[src/hw/rtl/opsr_pkg.sv]
// ----------------------------------------------------------------------------
// opsr_pkg
// Shared constants, codes and handshake structs for the shift-reduce parser.
// ----------------------------------------------------------------------------
package opsr_pkg;

    localparam int STACK_DEPTH_DEF = 32;
    localparam int MAX_TERM_DEF    = 10;
    localparam int MAX_RESULTS     = 64;

    localparam int SYM_W     = 8;
    localparam int ACT_W     = 3;
    localparam int DOUT_W    = 6;
    localparam int TIDX_W    = 4;
    localparam int CNT_W     = $clog2(MAX_RESULTS + 1);
    localparam int CFG_IDX_W = 3;
    localparam int CFG_DAT_W = 60;
    localparam int TCNT_W    = 4;
    localparam int SYMS_W    = 40;
    localparam int RELW_W    = 60;
    localparam int ROW_W     = 30;
    localparam int REL_WORDS = 5;
    localparam int OUT_TDATA_W = 24;

    localparam logic [SYM_W-1:0] CH_DOLLAR = 8'h24;

    // configuration register indexes
    localparam logic [CFG_IDX_W-1:0] CFG_TERM_COUNT = 3'd0;
    localparam logic [CFG_IDX_W-1:0] CFG_SYMS_FIRST = 3'd1;
    localparam logic [CFG_IDX_W-1:0] CFG_SYMS_SECOND = 3'd2;
    localparam logic [CFG_IDX_W-1:0] CFG_REL_01 = 3'd3;
    localparam logic [CFG_IDX_W-1:0] CFG_REL_23 = 3'd4;
    localparam logic [CFG_IDX_W-1:0] CFG_REL_45 = 3'd5;
    localparam logic [CFG_IDX_W-1:0] CFG_REL_67 = 3'd6;
    localparam logic [CFG_IDX_W-1:0] CFG_REL_89 = 3'd7;

    // precedence relation codes
    localparam logic [2:0] REL_LT      = 3'd0;
    localparam logic [2:0] REL_EQ      = 3'd1;
    localparam logic [2:0] REL_GT      = 3'd2;
    localparam logic [2:0] REL_ACC     = 3'd3;
    localparam logic [2:0] REL_INVALID = 3'd7;

    typedef enum logic [ACT_W-1:0] {
        ACT_SHIFT  = 3'd0,
        ACT_REDUCE = 3'd1,
        ACT_ACCEPT = 3'd2,
        ACT_BAD    = 3'd3,
        ACT_OVER   = 3'd4,
        ACT_UNDER  = 3'd5
    } act_t;

    typedef struct packed {
        logic load;   // take the input word
        logic find;   // register terminal indexes
        logic step;   // run one shift-reduce step
    } opsr_cmd_t;

    typedef struct packed {
        logic skip;     // string finished, input word drops without results
        logic out_free; // result register can take a word
        logic more;     // another step follows for this input word
    } opsr_sts_t;

endpackage

[src/hw/rtl/opsr_cfg.sv]
// ----------------------------------------------------------------------------
// opsr_cfg
// Configuration registers, terminal lookup and precedence table read.
// ----------------------------------------------------------------------------
module opsr_cfg
    import opsr_pkg::*;
#(
    parameter int MAX_TERMINALS = MAX_TERM_DEF
)
(
    input  logic                 clk,
    input  logic                 rst_n,
    input  logic                 cfg_we,
    input  logic [CFG_IDX_W-1:0] cfg_index,
    input  logic [CFG_DAT_W-1:0] cfg_data,
    input  logic [SYM_W-1:0]     top_sym,
    input  logic [SYM_W-1:0]     cur_sym,
    output logic                 row_hit,
    output logic [TIDX_W-1:0]    row_idx,
    output logic                 col_hit,
    output logic [TIDX_W-1:0]    col_idx,
    input  logic [TIDX_W-1:0]    row_sel,
    input  logic [TIDX_W-1:0]    col_sel,
    output logic [2:0]           rel_code
);

    logic [TCNT_W-1:0] term_count_reg;
    logic [SYMS_W-1:0] syms_first_reg;
    logic [SYMS_W-1:0] syms_second_reg;
    logic [RELW_W-1:0] rel_reg [REL_WORDS];

    logic [2*SYMS_W-1:0] syms;
    logic [TCNT_W-1:0]   n_eff;
    logic [RELW_W-1:0]   rel_word;
    logic [ROW_W-1:0]    rel_row;
    logic [4:0]          col_base;

    function automatic logic [TIDX_W:0] find_term(
        input logic [SYM_W-1:0]    sym,
        input logic [2*SYMS_W-1:0] tab,
        input logic [TCNT_W-1:0]   n
    );
        logic              hit;
        logic [TIDX_W-1:0] idx;
        hit = 1'b0;
        idx = '0;
        // walk downwards so the lowest matching slot wins
        for (int i = MAX_TERMINALS - 1; i >= 0; i--)
        begin
            if ((TCNT_W'(i) < n) && (tab[SYM_W*i +: SYM_W] == sym))
            begin
                hit = 1'b1;
                idx = TIDX_W'(i);
            end
        end
        return {hit, idx};
    endfunction

    always_ff @(posedge clk or negedge rst_n)
    begin
        if (!rst_n)
        begin
            term_count_reg  <= '0;
            syms_first_reg  <= '0;
            syms_second_reg <= '0;
            for (int w = 0; w < REL_WORDS; w++)
            begin
                rel_reg[w] <= '1;
            end
        end
        else if (cfg_we)
        begin
            unique case (cfg_index)
                CFG_TERM_COUNT:  term_count_reg  <= cfg_data[TCNT_W-1:0];
                CFG_SYMS_FIRST:  syms_first_reg  <= cfg_data[SYMS_W-1:0];
                CFG_SYMS_SECOND: syms_second_reg <= cfg_data[SYMS_W-1:0];
                CFG_REL_01:      rel_reg[0]      <= cfg_data[RELW_W-1:0];
                CFG_REL_23:      rel_reg[1]      <= cfg_data[RELW_W-1:0];
                CFG_REL_45:      rel_reg[2]      <= cfg_data[RELW_W-1:0];
                CFG_REL_67:      rel_reg[3]      <= cfg_data[RELW_W-1:0];
                CFG_REL_89:      rel_reg[4]      <= cfg_data[RELW_W-1:0];
                default:         ;
            endcase
        end
    end

    assign syms  = {syms_second_reg, syms_first_reg};
    assign n_eff = (term_count_reg > TCNT_W'(MAX_TERMINALS)) ?
                   TCNT_W'(MAX_TERMINALS) : term_count_reg;

    assign {row_hit, row_idx} = find_term(top_sym, syms, n_eff);
    assign {col_hit, col_idx} = find_term(cur_sym, syms, n_eff);

    // even row in the low half of a word, odd row in the high half
    assign rel_word = rel_reg[row_sel[TIDX_W-1:1]];
    assign rel_row  = row_sel[0] ? rel_word[RELW_W-1:ROW_W] : rel_word[ROW_W-1:0];
    assign col_base = 5'(col_sel) * 5'd3;
    assign rel_code = rel_row[col_base +: 3];

endmodule

[src/hw/rtl/opsr_ctrl.sv]
// ----------------------------------------------------------------------------
// opsr_ctrl
// Sequencer: take a word, then alternate lookup and step until it is done.
// ----------------------------------------------------------------------------
module opsr_ctrl
    import opsr_pkg::*;
(
    input  logic      clk,
    input  logic      rst_n,
    input  logic      s_tvalid,
    output logic      s_tready,
    input  opsr_sts_t sts,
    output opsr_cmd_t cmd
);

    typedef enum logic [2:0] {
        ST_IDLE = 3'b001,
        ST_FIND = 3'b010,
        ST_STEP = 3'b100
    } state_t;

    state_t state_reg;
    state_t state_next;

    always_ff @(posedge clk or negedge rst_n)
    begin
        if (!rst_n)
        begin
            state_reg <= ST_IDLE;
        end
        else
        begin
            state_reg <= state_next;
        end
    end

    always_comb
    begin
        state_next = state_reg;
        cmd        = '0;
        s_tready   = 1'b0;
        unique case (state_reg)
            ST_IDLE:
            begin
                s_tready = 1'b1;
                if (s_tvalid)
                begin
                    cmd.load = 1'b1;
                    if (!sts.skip)
                    begin
                        state_next = ST_FIND;
                    end
                end
            end
            ST_FIND:
            begin
                cmd.find   = 1'b1;
                state_next = ST_STEP;
            end
            ST_STEP:
            begin
                // hold until the result register is free
                if (sts.out_free)
                begin
                    cmd.step   = 1'b1;
                    state_next = sts.more ? ST_FIND : ST_IDLE;
                end
            end
            default:
            begin
                state_next = ST_IDLE;
            end
        endcase
    end

endmodule

[src/hw/rtl/opsr_dp.sv]
// ----------------------------------------------------------------------------
// opsr_dp
// Datapath: symbol stack, step decision and the result register.
// ----------------------------------------------------------------------------
module opsr_dp
    import opsr_pkg::*;
#(
    parameter int STACK_DEPTH = STACK_DEPTH_DEF
)
(
    input  logic                   clk,
    input  logic                   rst_n,
    input  opsr_cmd_t              cmd,
    output opsr_sts_t              sts,
    input  logic [SYM_W-1:0]       in_symbol,
    input  logic                   first_of_string,
    input  logic                   last_of_string,
    output logic [SYM_W-1:0]       top_sym,
    output logic [SYM_W-1:0]       cur_sym,
    input  logic                   row_hit,
    input  logic [TIDX_W-1:0]      row_idx,
    input  logic                   col_hit,
    input  logic [TIDX_W-1:0]      col_idx,
    output logic [TIDX_W-1:0]      row_sel,
    output logic [TIDX_W-1:0]      col_sel,
    input  logic [2:0]             rel_code,
    output logic                   m_tvalid,
    input  logic                   m_tready,
    output logic [OUT_TDATA_W-1:0] m_tdata,
    output logic                   m_tlast
);

    localparam int IDX_W = (STACK_DEPTH > 1) ? $clog2(STACK_DEPTH) : 1;
    localparam int DEP_W = $clog2(STACK_DEPTH + 1);

    logic [SYM_W-1:0] stack_mem [STACK_DEPTH];

    logic [SYM_W-1:0]  top_reg;
    logic [DEP_W-1:0]  depth_reg;
    logic              finished_reg;
    logic [SYM_W-1:0]  cur_reg;
    logic              pend_reg;
    logic [CNT_W-1:0]  cnt_reg;
    logic              row_hit_reg;
    logic              col_hit_reg;
    logic [TIDX_W-1:0] row_idx_reg;
    logic [TIDX_W-1:0] col_idx_reg;

    logic              out_valid_reg;
    act_t              out_act_reg;
    logic [SYM_W-1:0]  out_sym_reg;
    logic [DOUT_W-1:0] out_depth_reg;
    logic              out_last_reg;

    logic [2:0]        code_eff;
    logic [CNT_W-1:0]  limit;
    logic [CNT_W:0]    cnt_p1;
    logic [CNT_W:0]    cnt_p2;
    logic              full;
    act_t              act;
    logic [SYM_W-1:0]  act_sym;
    logic              do_push;
    logic              do_pop;
    logic              do_fin;
    logic              run_end;
    logic [DEP_W-1:0]  depth_next;
    logic [DEP_W-1:0]  depth_m2;

    assign top_sym = top_reg;
    assign cur_sym = cur_reg;
    assign row_sel = row_idx_reg;
    assign col_sel = col_idx_reg;

    assign code_eff = (row_hit_reg && col_hit_reg) ? rel_code : REL_INVALID;
    assign limit    = CNT_W'(MAX_RESULTS) - CNT_W'(pend_reg);
    assign cnt_p1   = {1'b0, cnt_reg} + (CNT_W+1)'(1);
    assign cnt_p2   = {1'b0, cnt_reg} + (CNT_W+1)'(2);
    assign full     = depth_reg >= DEP_W'(STACK_DEPTH);
    assign depth_m2 = depth_reg - DEP_W'(2);

    always_comb
    begin
        act     = ACT_BAD;
        act_sym = cur_reg;
        do_push = 1'b0;
        do_pop  = 1'b0;
        do_fin  = 1'b0;
        priority if ((top_reg == CH_DOLLAR) && (cur_reg == CH_DOLLAR))
        begin
            act    = ACT_ACCEPT;
            do_fin = 1'b1;
        end
        else if ((code_eff == REL_LT) || (code_eff == REL_EQ))
        begin
            if (full || (cnt_p1 > {1'b0, limit}))
            begin
                act    = ACT_OVER;
                do_fin = 1'b1;
            end
            else
            begin
                act     = ACT_SHIFT;
                do_push = 1'b1;
            end
        end
        else if (code_eff == REL_GT)
        begin
            if (depth_reg <= DEP_W'(1))
            begin
                act     = ACT_UNDER;
                act_sym = top_reg;
                do_fin  = 1'b1;
            end
            else if (cnt_p2 > {1'b0, limit})
            begin
                act    = ACT_OVER;
                do_fin = 1'b1;
            end
            else
            begin
                act     = ACT_REDUCE;
                act_sym = top_reg;
                do_pop  = 1'b1;
            end
        end
        else if (code_eff == REL_ACC)
        begin
            act    = ACT_ACCEPT;
            do_fin = 1'b1;
        end
        else
        begin
            act    = ACT_BAD;
            do_fin = 1'b1;
        end
    end

    assign run_end    = !do_pop;
    assign depth_next = depth_reg + DEP_W'(do_push) - DEP_W'(do_pop);

    assign sts.skip     = !first_of_string && finished_reg;
    assign sts.out_free = !out_valid_reg || m_tready;
    assign sts.more     = do_pop || (run_end && !do_fin && pend_reg);

    // stack body, written only by a shift
    always_ff @(posedge clk)
    begin
        if (cmd.step && do_push)
        begin
            stack_mem[depth_reg[IDX_W-1:0]] <= cur_reg;
        end
    end

    always_ff @(posedge clk or negedge rst_n)
    begin
        if (!rst_n)
        begin
            top_reg      <= CH_DOLLAR;
            depth_reg    <= DEP_W'(1);
            finished_reg <= 1'b0;
            pend_reg     <= 1'b0;
            cnt_reg      <= '0;
        end
        else if (cmd.load)
        begin
            if (first_of_string)
            begin
                top_reg      <= CH_DOLLAR;
                depth_reg    <= DEP_W'(1);
                finished_reg <= 1'b0;
            end
            pend_reg <= last_of_string && (in_symbol != CH_DOLLAR);
            cnt_reg  <= '0;
        end
        else if (cmd.step)
        begin
            cnt_reg   <= cnt_reg + CNT_W'(1);
            depth_reg <= depth_next;
            if (do_push)
            begin
                top_reg <= cur_reg;
            end
            else if (do_pop)
            begin
                // the bottom marker never sits in the array
                top_reg <= (depth_reg == DEP_W'(2)) ? CH_DOLLAR :
                           stack_mem[depth_m2[IDX_W-1:0]];
            end
            if (do_fin)
            begin
                finished_reg <= 1'b1;
            end
            if (run_end && !do_fin && pend_reg)
            begin
                pend_reg <= 1'b0;
            end
        end
    end

    always_ff @(posedge clk)
    begin
        if (cmd.load)
        begin
            cur_reg <= in_symbol;
        end
        else if (cmd.step && run_end && !do_fin && pend_reg)
        begin
            cur_reg <= CH_DOLLAR;
        end
        if (cmd.find)
        begin
            row_hit_reg <= row_hit;
            col_hit_reg <= col_hit;
            row_idx_reg <= row_idx;
            col_idx_reg <= col_idx;
        end
        if (cmd.step)
        begin
            out_act_reg   <= act;
            out_sym_reg   <= act_sym;
            out_depth_reg <= DOUT_W'(depth_next);
            out_last_reg  <= run_end && (do_fin || !pend_reg);
        end
    end

    always_ff @(posedge clk or negedge rst_n)
    begin
        if (!rst_n)
        begin
            out_valid_reg <= 1'b0;
        end
        else if (cmd.step)
        begin
            out_valid_reg <= 1'b1;
        end
        else if (m_tready)
        begin
            out_valid_reg <= 1'b0;
        end
    end

    assign m_tvalid = out_valid_reg;
    assign m_tlast  = out_last_reg;
    assign m_tdata  = {(OUT_TDATA_W - DOUT_W - SYM_W - ACT_W)'(0),
                       out_depth_reg, out_sym_reg, out_act_reg};

endmodule

[src/hw/rtl/operator_precedence_shift_reduce.sv]
// ----------------------------------------------------------------------------
// operator_precedence_shift_reduce
// Operator-precedence shift-reduce recogniser on a configurable symbol stack.
// ----------------------------------------------------------------------------
// Input words carry one symbol on s_tdata; s_tuser opens a new string and
// s_tlast closes it with an implied end marker. Each word yields zero or more
// result words (shift, reduce, accept or an error) on the m_ side, the last
// one marked by m_tlast. The terminal list and precedence table are loaded
// through the cfg_ write port; the user must load them while the block is
// idle, which the block itself does not enforce. A word is taken in the idle
// state; every result then needs a terminal lookup and a stack step, and the
// first result of a word is presented on m_tvalid from the output register
// after the lookup and step states. The run of reductions each symbol causes
// sets the average rate. A new word is taken only once the previous is done.
// Once a string has been accepted or has failed, further words drop without
// results until one arrives with s_tuser high.
// Results go through a one-word output register; while it is full and m_tready
// is low the step stalls until that register drains, and new input waits meanwhile.
// Reset empties the stack to the bottom marker, clears the table to invalid
// relations and the terminal count to zero.
// ----------------------------------------------------------------------------
module operator_precedence_shift_reduce
    import opsr_pkg::*;
#(
    parameter int STACK_DEPTH   = STACK_DEPTH_DEF,
    parameter int MAX_TERMINALS = MAX_TERM_DEF
)
(
    input  logic                   clk,
    input  logic                   rst_n,
    input  logic                   s_tvalid,
    output logic                   s_tready,
    input  logic [SYM_W-1:0]       s_tdata,   // in_symbol
    input  logic                   s_tuser,   // first_of_string
    input  logic                   s_tlast,   // last_of_string
    output logic                   m_tvalid,
    input  logic                   m_tready,
    output logic [OUT_TDATA_W-1:0] m_tdata,   // action, acted_symbol, depth_after
    output logic                   m_tlast,   // run_last
    input  logic                   cfg_we,
    input  logic [CFG_IDX_W-1:0]   cfg_index,
    input  logic [CFG_DAT_W-1:0]   cfg_data
);

    opsr_cmd_t         cmd;
    opsr_sts_t         sts;
    logic [SYM_W-1:0]  top_sym;
    logic [SYM_W-1:0]  cur_sym;
    logic              row_hit;
    logic              col_hit;
    logic [TIDX_W-1:0] row_idx;
    logic [TIDX_W-1:0] col_idx;
    logic [TIDX_W-1:0] row_sel;
    logic [TIDX_W-1:0] col_sel;
    logic [2:0]        rel_code;

    opsr_cfg #(
        .MAX_TERMINALS (MAX_TERMINALS)
    ) u_cfg (
        .clk       (clk),
        .rst_n     (rst_n),
        .cfg_we    (cfg_we),
        .cfg_index (cfg_index),
        .cfg_data  (cfg_data),
        .top_sym   (top_sym),
        .cur_sym   (cur_sym),
        .row_hit   (row_hit),
        .row_idx   (row_idx),
        .col_hit   (col_hit),
        .col_idx   (col_idx),
        .row_sel   (row_sel),
        .col_sel   (col_sel),
        .rel_code  (rel_code)
    );

    opsr_ctrl u_ctrl (
        .clk      (clk),
        .rst_n    (rst_n),
        .s_tvalid (s_tvalid),
        .s_tready (s_tready),
        .sts      (sts),
        .cmd      (cmd)
    );

    opsr_dp #(
        .STACK_DEPTH (STACK_DEPTH)
    ) u_dp (
        .clk             (clk),
        .rst_n           (rst_n),
        .cmd             (cmd),
        .sts             (sts),
        .in_symbol       (s_tdata),
        .first_of_string (s_tuser),
        .last_of_string  (s_tlast),
        .top_sym         (top_sym),
        .cur_sym         (cur_sym),
        .row_hit         (row_hit),
        .row_idx         (row_idx),
        .col_hit         (col_hit),
        .col_idx         (col_idx),
        .row_sel         (row_sel),
        .col_sel         (col_sel),
        .rel_code        (rel_code),
        .m_tvalid        (m_tvalid),
        .m_tready        (m_tready),
        .m_tdata         (m_tdata),
        .m_tlast         (m_tlast)
    );

endmodule
[config.mk]
export PLATFORM = sky130hd
export DESIGN_NAME = operator_precedence_shift_reduce
export DESIGN_NICKNAME = d
export VERILOG_FILES = /design/src/hw/rtl/opsr_pkg.sv /design/src/hw/rtl/opsr_cfg.sv /design/src/hw/rtl/opsr_ctrl.sv /design/src/hw/rtl/opsr_dp.sv /design/src/hw/rtl/operator_precedence_shift_reduce.sv
export SDC_FILE = /design/constraint.sdc
export NUM_CORES = 1
export LEC_CHECK = 0
export ABC_CLOCK_PERIOD_IN_PS = 5400
export BUFFER_PORTS_ARGS = -buffer_cell sky130_fd_sc_hd__buf_2
export CAP_MARGIN = 20
export CORE_AREA = 2 2 277 279
export CTS_BUF_LIST = sky130_fd_sc_hd__clkbuf_8
export DETAILED_ROUTE_END_ITERATION = 16
export DIE_AREA = 0 0 279 281
export GPL_ROUTABILITY_DRIVEN = 0
export SKIP_CTS_REPAIR_TIMING = 1
export SYNTH_ARGS = -nofsm -noshare
export SYNTH_HDL_FRONTEND = slang
export SYNTH_SLANG_ARGS = --single-unit
[constraint.sdc]
create_clock -name clk -period 5.4 [get_ports clk]
set_clock_uncertainty 0.05 [all_clocks]
set_input_delay 0.81 -clock clk [delete_from_list [all_inputs] [get_ports clk]]
set_output_delay 0.81 -clock clk [all_outputs]
set_load 0.01 [all_outputs]
=== After elaboration in Yosys (flattened, before gate mapping) ===
Memories as Yosys holds them, arrays and structs flattened.
Index checks and enable logic that the tools add are counted.
W data, S select, Z words.

* Register bits after elaboration: 447
* RAM bits: 256
* Bits of input ports: 78
* Output and inout port bits: 27
* Logic and storage cells: 254
* Memories: 1

{| class="wikitable"
|+ Memory list
! memory !! words !! width !! read ports !! clocked after Yosys merged registers in !! write ports !! RTL line !! source
|-
| u_dp.stack_mem || 32 || 8 || 1 || 0 || 1 || opsr_dp.sv:36 || <nowiki>logic [SYM_W-1:0] stack_mem [STACK_DEPTH];</nowiki>
|}

* Add/subtract/negate cells: 7
* $mul: 1
* Order comparisons: 16
* Equality and inequality tests: 41
* Shift-type cells: 1
* Mux-type cells: 86
* Bitwise logic cells: 1
* Reductions and logical operators: 70

{| class="wikitable"
|+ Operator list
! operator !! count
|-
| $bmux W60 S3 || 1
|-
| $eq A8 B8 Y1 || 20
|-
| $mux W60 || 2
|-
| $mux W8 || 13
|-
| $mux W3 || 17
|-
| $mux W1 || 36
|-
| $logic_and A1 B1 Y1 || 31
|-
| $mux W30 || 1
|-
| $shiftx A30 B6 Y3 || 1
|-
| $mux W4 || 5
|-
| $reduce_and A2 Y1 || 10
|-
| $mux W6 || 3
|-
| $reduce_or A9 Y1 || 2
|-
| $eq A8 B6 Y1 const B || 2
|-
| $gt A8 B7 Y1 || 2
|-
| $lt A3 B4 Y1 const A || 4
|-
| $reduce_or A8 Y1 || 2
|-
| $eq A3 B2 Y1 const B || 5
|-
| $eq A3 B3 Y1 const B || 5
|-
| $mux W7 || 2
|-
| $mux W2 || 5
|-
| $reduce_bool A2 Y1 || 5
|-
| $eq A3 B1 Y1 const B || 3
|-
| $pmux W3 S3 || 1
|-
| 26 further kinds || 45
|}

=== Depth between registers and ports, before layout ===
* Depth after elaboration: 18
* Depth in mapped cells: 21
* Depth with buffers taken out: 19

=== By module ===
Synthesis repeated with hierarchy kept, for this count alone.

* Cell total of the unflattened synthesis: 2,374
* Area, all modules: 34,195.3 µm²

{| class="wikitable"
|+ Modules (own cells, without submodules)
! module !! instances !! cells each !! area an instance (µm²) !! seq. area each (µm²)
|-
| opsr_cfg || 1 || 1,572 || 20,454.6 || 9,984.6
|-
| opsr_dp || 1 || 785 || 13,565.5 || 9,372.7
|-
| opsr_ctrl || 1 || 17 || 175.2 || 76.3
|}

=== Worst setup path before layout ===
No wires, ideal clock.

* Path kind: register -> register
* Start: reg u_dp.col_idx_reg[1], in the netlist u_dp.col_sel[1]
* End: reg u_dp.depth_reg[4]
* Setup time: 121 ps
* Arrival time: 4,246 ps
* Required time: 5,229 ps
* Path slack: 983 ps
* Stages on the path, launching flop included: 20
* Path buffers: 1
* Clock period less this slack: 4,417 ps
* Cell sequence: edfxtp_1 ha_1 fa_1 xnor2_1 clkbuf_1 nand2_1 o32ai_1 nor3_1 nand4_1 or3b_4 a211oi_4 ha_1 inv_1 ha_1 fa_1 a21oi_1 nor2_1 nor2_1 xor2_1 a22o_1

* Cells in the longest elaborated chain, start to end: 11
* Elaborated cells on any way between the ends: 16

{| class="wikitable"
|+ RTL lines
! element !! RTL line !! source
|-
| start, declared || opsr_dp.sv:47 || <nowiki>logic [TIDX_W-1:0] col_idx_reg;</nowiki>
|-
| start signal, assigned || opsr_dp.sv:215 || <nowiki>col_idx_reg <= col_idx;</nowiki>
|-
| $mul A4 B2 Y5 (*) || opsr_cfg.sv:97 || <nowiki>assign col_base = 5'(col_sel) * 5'd3;</nowiki>
|-
| $shiftx A30 B6 Y3 (*) || opsr_cfg.sv:98 || <nowiki>assign rel_code = rel_row[col_base +: 3];</nowiki>
|-
| $mux W3 (*) || opsr_dp.sv:74 || <nowiki>assign code_eff = (row_hit_reg && col_hit_reg) ? rel_code : REL_INVALID;</nowiki>
|-
| $eq A3 B1 Y1 or $logic_not A3 Y1 (tied branches) || opsr_dp.sv:93 || <nowiki>else if ((code_eff == REL_LT) || (code_eff == REL_EQ))</nowiki>
|-
| $logic_or A1 B1 Y1 || opsr_dp.sv:93 ||
|-
| $mux W1 || opsr_dp.sv:93 ||
|-
| $mux W1 || opsr_dp.sv:88 || <nowiki>priority if ((top_reg == CH_DOLLAR) && (cur_reg == CH_DOLLAR))</nowiki>
|-
| $add A6 B1 Y6 || opsr_dp.sv:139 || <nowiki>assign depth_next = depth_reg + DEP_W'(do_push) - DEP_W'(do_pop);</nowiki>
|-
| $sub A6 B1 Y6 (*) || opsr_dp.sv:139 ||
|-
| via u_dp.depth_next[4] || opsr_dp.sv:66 || <nowiki>logic [DEP_W-1:0] depth_next;</nowiki>
|-
| $mux W6 (*) || opsr_dp.sv:175 || <nowiki>else if (cmd.step)</nowiki>
|-
| $mux W6 (*) || opsr_dp.sv:164 || <nowiki>else if (cmd.load)</nowiki>
|-
| end signal, assigned || opsr_dp.sv:178 || <nowiki>depth_reg <= depth_next;</nowiki>
|-
| end, declared || opsr_dp.sv:39 || <nowiki>logic [DEP_W-1:0] depth_reg;</nowiki>
|}

The timed path passes the listed nets; every way through them passes the cells marked *. The select of a mux whose other input is x is not followed.
A chain may end at the register's enable or synchronous reset.

=== Worst setup path after layout ===
* Start: reg u_dp.row_idx_reg[0], in the netlist u_dp.row_sel[0]
* End: reg u_dp.depth_reg[4]

* Cells in the longest elaborated chain, start to end: 11
* Elaborated cells on any way between the ends: 16

{| class="wikitable"
|+ RTL lines
! element !! RTL line !! source
|-
| start, declared || opsr_dp.sv:46 || <nowiki>logic [TIDX_W-1:0] row_idx_reg;</nowiki>
|-
| start signal, assigned || opsr_dp.sv:214 || <nowiki>row_idx_reg <= row_idx;</nowiki>
|-
| $mux W30 (*) || opsr_cfg.sv:96 || <nowiki>assign rel_row = row_sel[0] ? rel_word[RELW_W-1:ROW_W] : rel_word[ROW_W-1:0];</nowiki>
|-
| $shiftx A30 B6 Y3 (*) || opsr_cfg.sv:98 ||
|-
| $mux W3 (*) || opsr_dp.sv:74 ||
|-
| $eq A3 B1 Y1 or $logic_not A3 Y1 (tied branches) || opsr_dp.sv:93 ||
|-
| $logic_or A1 B1 Y1 || opsr_dp.sv:93 ||
|-
| $mux W1 || opsr_dp.sv:93 ||
|-
| $mux W1 || opsr_dp.sv:88 ||
|-
| $add A6 B1 Y6 || opsr_dp.sv:139 ||
|-
| $sub A6 B1 Y6 (*) || opsr_dp.sv:139 ||
|-
| via u_dp.depth_next[4] || opsr_dp.sv:66 ||
|-
| $mux W6 (*) || opsr_dp.sv:175 ||
|-
| $mux W6 (*) || opsr_dp.sv:164 ||
|}

Marks and branches as above.

==> out/metrics.yaml <==
timing:
  setup_violations: 0
  fin_crit_sh: 0.922
  hold_viol_final: 0
  final.setup.worst_slack_ns: 0.421
  setup_tns_ns: 0
  fmax_ghz: 0.201
  min_period_ns: 4.98
  rsz0062_at_grt: "no"
  worst_pin_slew_ns: 1.05
  slew-limit-headroom: 0.302
  report.final.slew_viol_count: 0
clocking:
  htree_num_levels: 3
  cts_num_sinks: 703
  clk_latency_ns: 0.75
  cts.clk_slew.worst_paths_ns: 0.07
  cts_tree: "done"
  cts_buffer_depth: 3
  clockRootBuffer: "clkbuf_8"
  cts_buffers: 117
setup_path:
  r2r_setup_slack_ns: 0.42
  crit_chain: "buf_12 -> buf_12 -> mux2i_1 -> o22ai_1 -> nor3_2 -> o2111ai_1 -> a311oi_1 -> nor3b_1 -> o21ai_1 -> a211oi_4 -> buf_12 -> ha_1 -> inv_1 -> ha_1 -> fa_1 -> a21oi_1 -> nor2_1 -> nor2_1 -> xor2_1 -> a22o_1"
  r2r-end: "u_dp.depth_reg[4]$_DFFE_PN0P_"
  cp_max_fo: 27
  worstPathRequired_ns: 6.02
  cp-end-kind: "register"
  r2r_start: "u_dp.row_sel[0]$_SDFFCE_PP0P_"
  worst-setup-path-type: "reg2reg"
  cp_slowest_cell: "fa_1"
  cpMostUsedCell: "buf_12"
  max_stage_delay_ns: 0.47
  reg2regPathDepth: 20
  start_kind: "register"
  arrival_ns: 5.60
finish:
  area_delta_synth_final_pct: 12.5
  final_area_sq_um: 38000
  drive_gt1_frac: 0.451
  largest_reg_flops: 300
  final_nets: 2608
  utilization: 0.503
  n_fill_cell: 6440
synthesis:
  ys_seq_area_frac: 0.576
  synth_flop_cell: "dfstp_2"
  async_flop_share: 0.585
  syn_inst: 2313
  synth_warnings: 0
  avgSynthCellArea_sq_um: 14.6
  synth_area_sq_um: 33700
  synth-edff-count: 292
  ys_types: 80
  ys_ff_latch: 703
grt:
  antenna_found_initial: 5
  grt_max_degree: 144
  grt_pass1_vias: 21800
  grt_remaining_overflow: 0
  grt_pass1_wl_um: 133000
  track_usage: 0.224
detailed_routing:
  drtIter0Drc: 1384
  wl_met2_um: 44700
  vias: 20400
  top_layer: "met5"
  wl_per_cell_um: 24.5
  drtAntennaViolNets: 0
  dr.pass1.iters: 5
  met3_length_um: 3730
  drt-met1-wl_um: 36700
  via_per_inst: 5.71
  drc: 0
  totalWireLength_um: 87400
placed_design:
  dp_hpwl_um: 57300
  io_buffer_count: 97
  dp_worst_setup_slack_ns: 0.253
  placed_area_sq_um: 35700
die:
  fp.dieArea_sq_um: 78400
  io_pins: 105
  die_x_um: 279
  design.core.area_sq_um: 75400
  start_util: 0.447
  rows: 101
  fp.dieH_um: 281
pwr:
  ir_worst_vdd_uv: 229
  total_power_w: 0.0155
  powerDensity_nw_per_um2: 408
  leakage_nw: 14.7
status:
  status: "complete, no violations"
job:
  drv_cap: 0
min_path:
  hold_class: "in2async"
==> cells in the final DEF (no fill, tap or decap), types with 82 or more instances in the layout <==
cell type / n
buf_2: 96
buf_4: 91
clkbuf_8: 128
dfrtp_1: 106
dfstp_2: 303
edfxtp_1: 292
mux2_2: 396
mux2i_1: 157
mux4_2: 84
nand2_1: 82
nor2_1: 88
xnor2_1: 99
==> synthesized netlist by cell type (20+ instances only) <==
master,count,area share
mux2_2,396,0.13
dfstp_2,304,0.24
edfxtp_1,292,0.26
mux2i_1,157,0.047
dfrtp_1,107,0.079
xnor2_1,99,0.026
nor2_1,88,0.0098
mux4_2,84,0.056
nand2_1,82,0.0091
xor2_1,80,0.021
clkbuf_1,72,0.0080
o22ai_1,57,0.011
nor3_1,40,0.0059
a21oi_1,35,0.0052
ha_1,32,0.012
nand3_1,30,0.0044
nand4_1,30,0.0056
nor4_1,26,0.0048
buf_1,23,0.0026
inv_1,23,0.0026
o21ai_0,20,0.0030
==> power breakdown <==
part	switching [W]	leakage [nW]	internal, W
clock network	0.00217	1.35	0.00239
logic	0.00194	6.20	0.00167
registers	0.000539	7.14	0.00678
total	0.00464	14.7	0.0108
==> worst max path at each step <==
stage	slack, ns	endpoint	from	depth (start not counted)
finish	0.42	u_dp.depth_reg[4]$_DFFE_PN0P_	u_dp.row_sel[0]$_SDFFCE_PP0P_	20
global route	0.14	u_dp.depth_reg[4]$_DFFE_PN0P_	u_dp.row_sel[0]$_SDFFCE_PP0P_	20
CTS	0.22	u_dp.depth_reg[4]$_DFFE_PN0P_	u_dp.row_sel[0]$_SDFFCE_PP0P_	19
detailed placement	0.25	u_dp.depth_reg[4]$_DFFE_PN0P_	u_dp.row_sel[0]$_SDFFCE_PP0P_	19
global placement	0.26	u_dp.depth_reg[4]$_DFFE_PN0P_	u_dp.row_sel[0]$_SDFFCE_PP0P_	19
floorplan	0.98	u_dp.depth_reg[4]$_DFFE_PN0P_	u_dp.col_sel[1]$_SDFFCE_PP0P_	19
==> through the flow <==
stage | instances | hold slack (ns)
5_1_grt | 3568 | 0.236
2_1_floorplan | 2319 | 0.399
4_1_cts | 3564 | 0.182
3_5_place_dp | 3353 | 0.482
3_3_place_gp | 3353 | 0.467
6_report | 3569 | 0.229
==> cell families (layout without fill, tap and decap cells) <==
group / Yosys count / after routing / synth area share
AOI/OAI and AO/OA: 203 / 203 / 0.0423
xor gates and xnor gates: 179 / 179 / 0.0465
adders and majority gates: 34 / 34 / 0.0131
buffers and inverters: 167 / 436 / 0.0244
DFF: 703 / 703 / 0.576
muxes: 647 / 647 / 0.239
other: 1 / 10 / 0.000111
and+or+nand+nor: 379 / 379 / 0.0587
==> layout make-up <==
type,count,area (sq um),area share
Clock buffer,128,1760,0.0464
Inverter,26,97.6,0.00257
Clock inverter,83,520,0.0137
Timing Repair Buffer,199,1400,0.0368
Tap cell,978,1220,0.0322
Multi-Input combinational cell,1449,13500,0.356
Antenna cell,3,7.51,0.000198
Sequential cell,703,19400,0.512
==> critical path, delay by kind of cell, from the launching register on <==
kind	cells	cell delay [ns]
buffers and inverters	4	0.64
flip-flops	1	0.45
multiplexers	1	0.30
AND/OR/NAND/NOR	4	1.02
adder cells (fa/ha/maj)	3	0.78
XOR/XNOR	1	0.20
AO/OA/AOI/OAI	7	1.44
==> metal layers <==
| metal | track usage | vias up |
|---|---|---|
| met4 | 0.0674 | 2 |
| met1 | 0.285 | 10600 |
| met3 | 0.0317 | 157 |
| met2 | 0.397 | 498 |
| met5 | 0 | - |
| li1 | - | 9095 |
(Power assumes the default switching activity.)
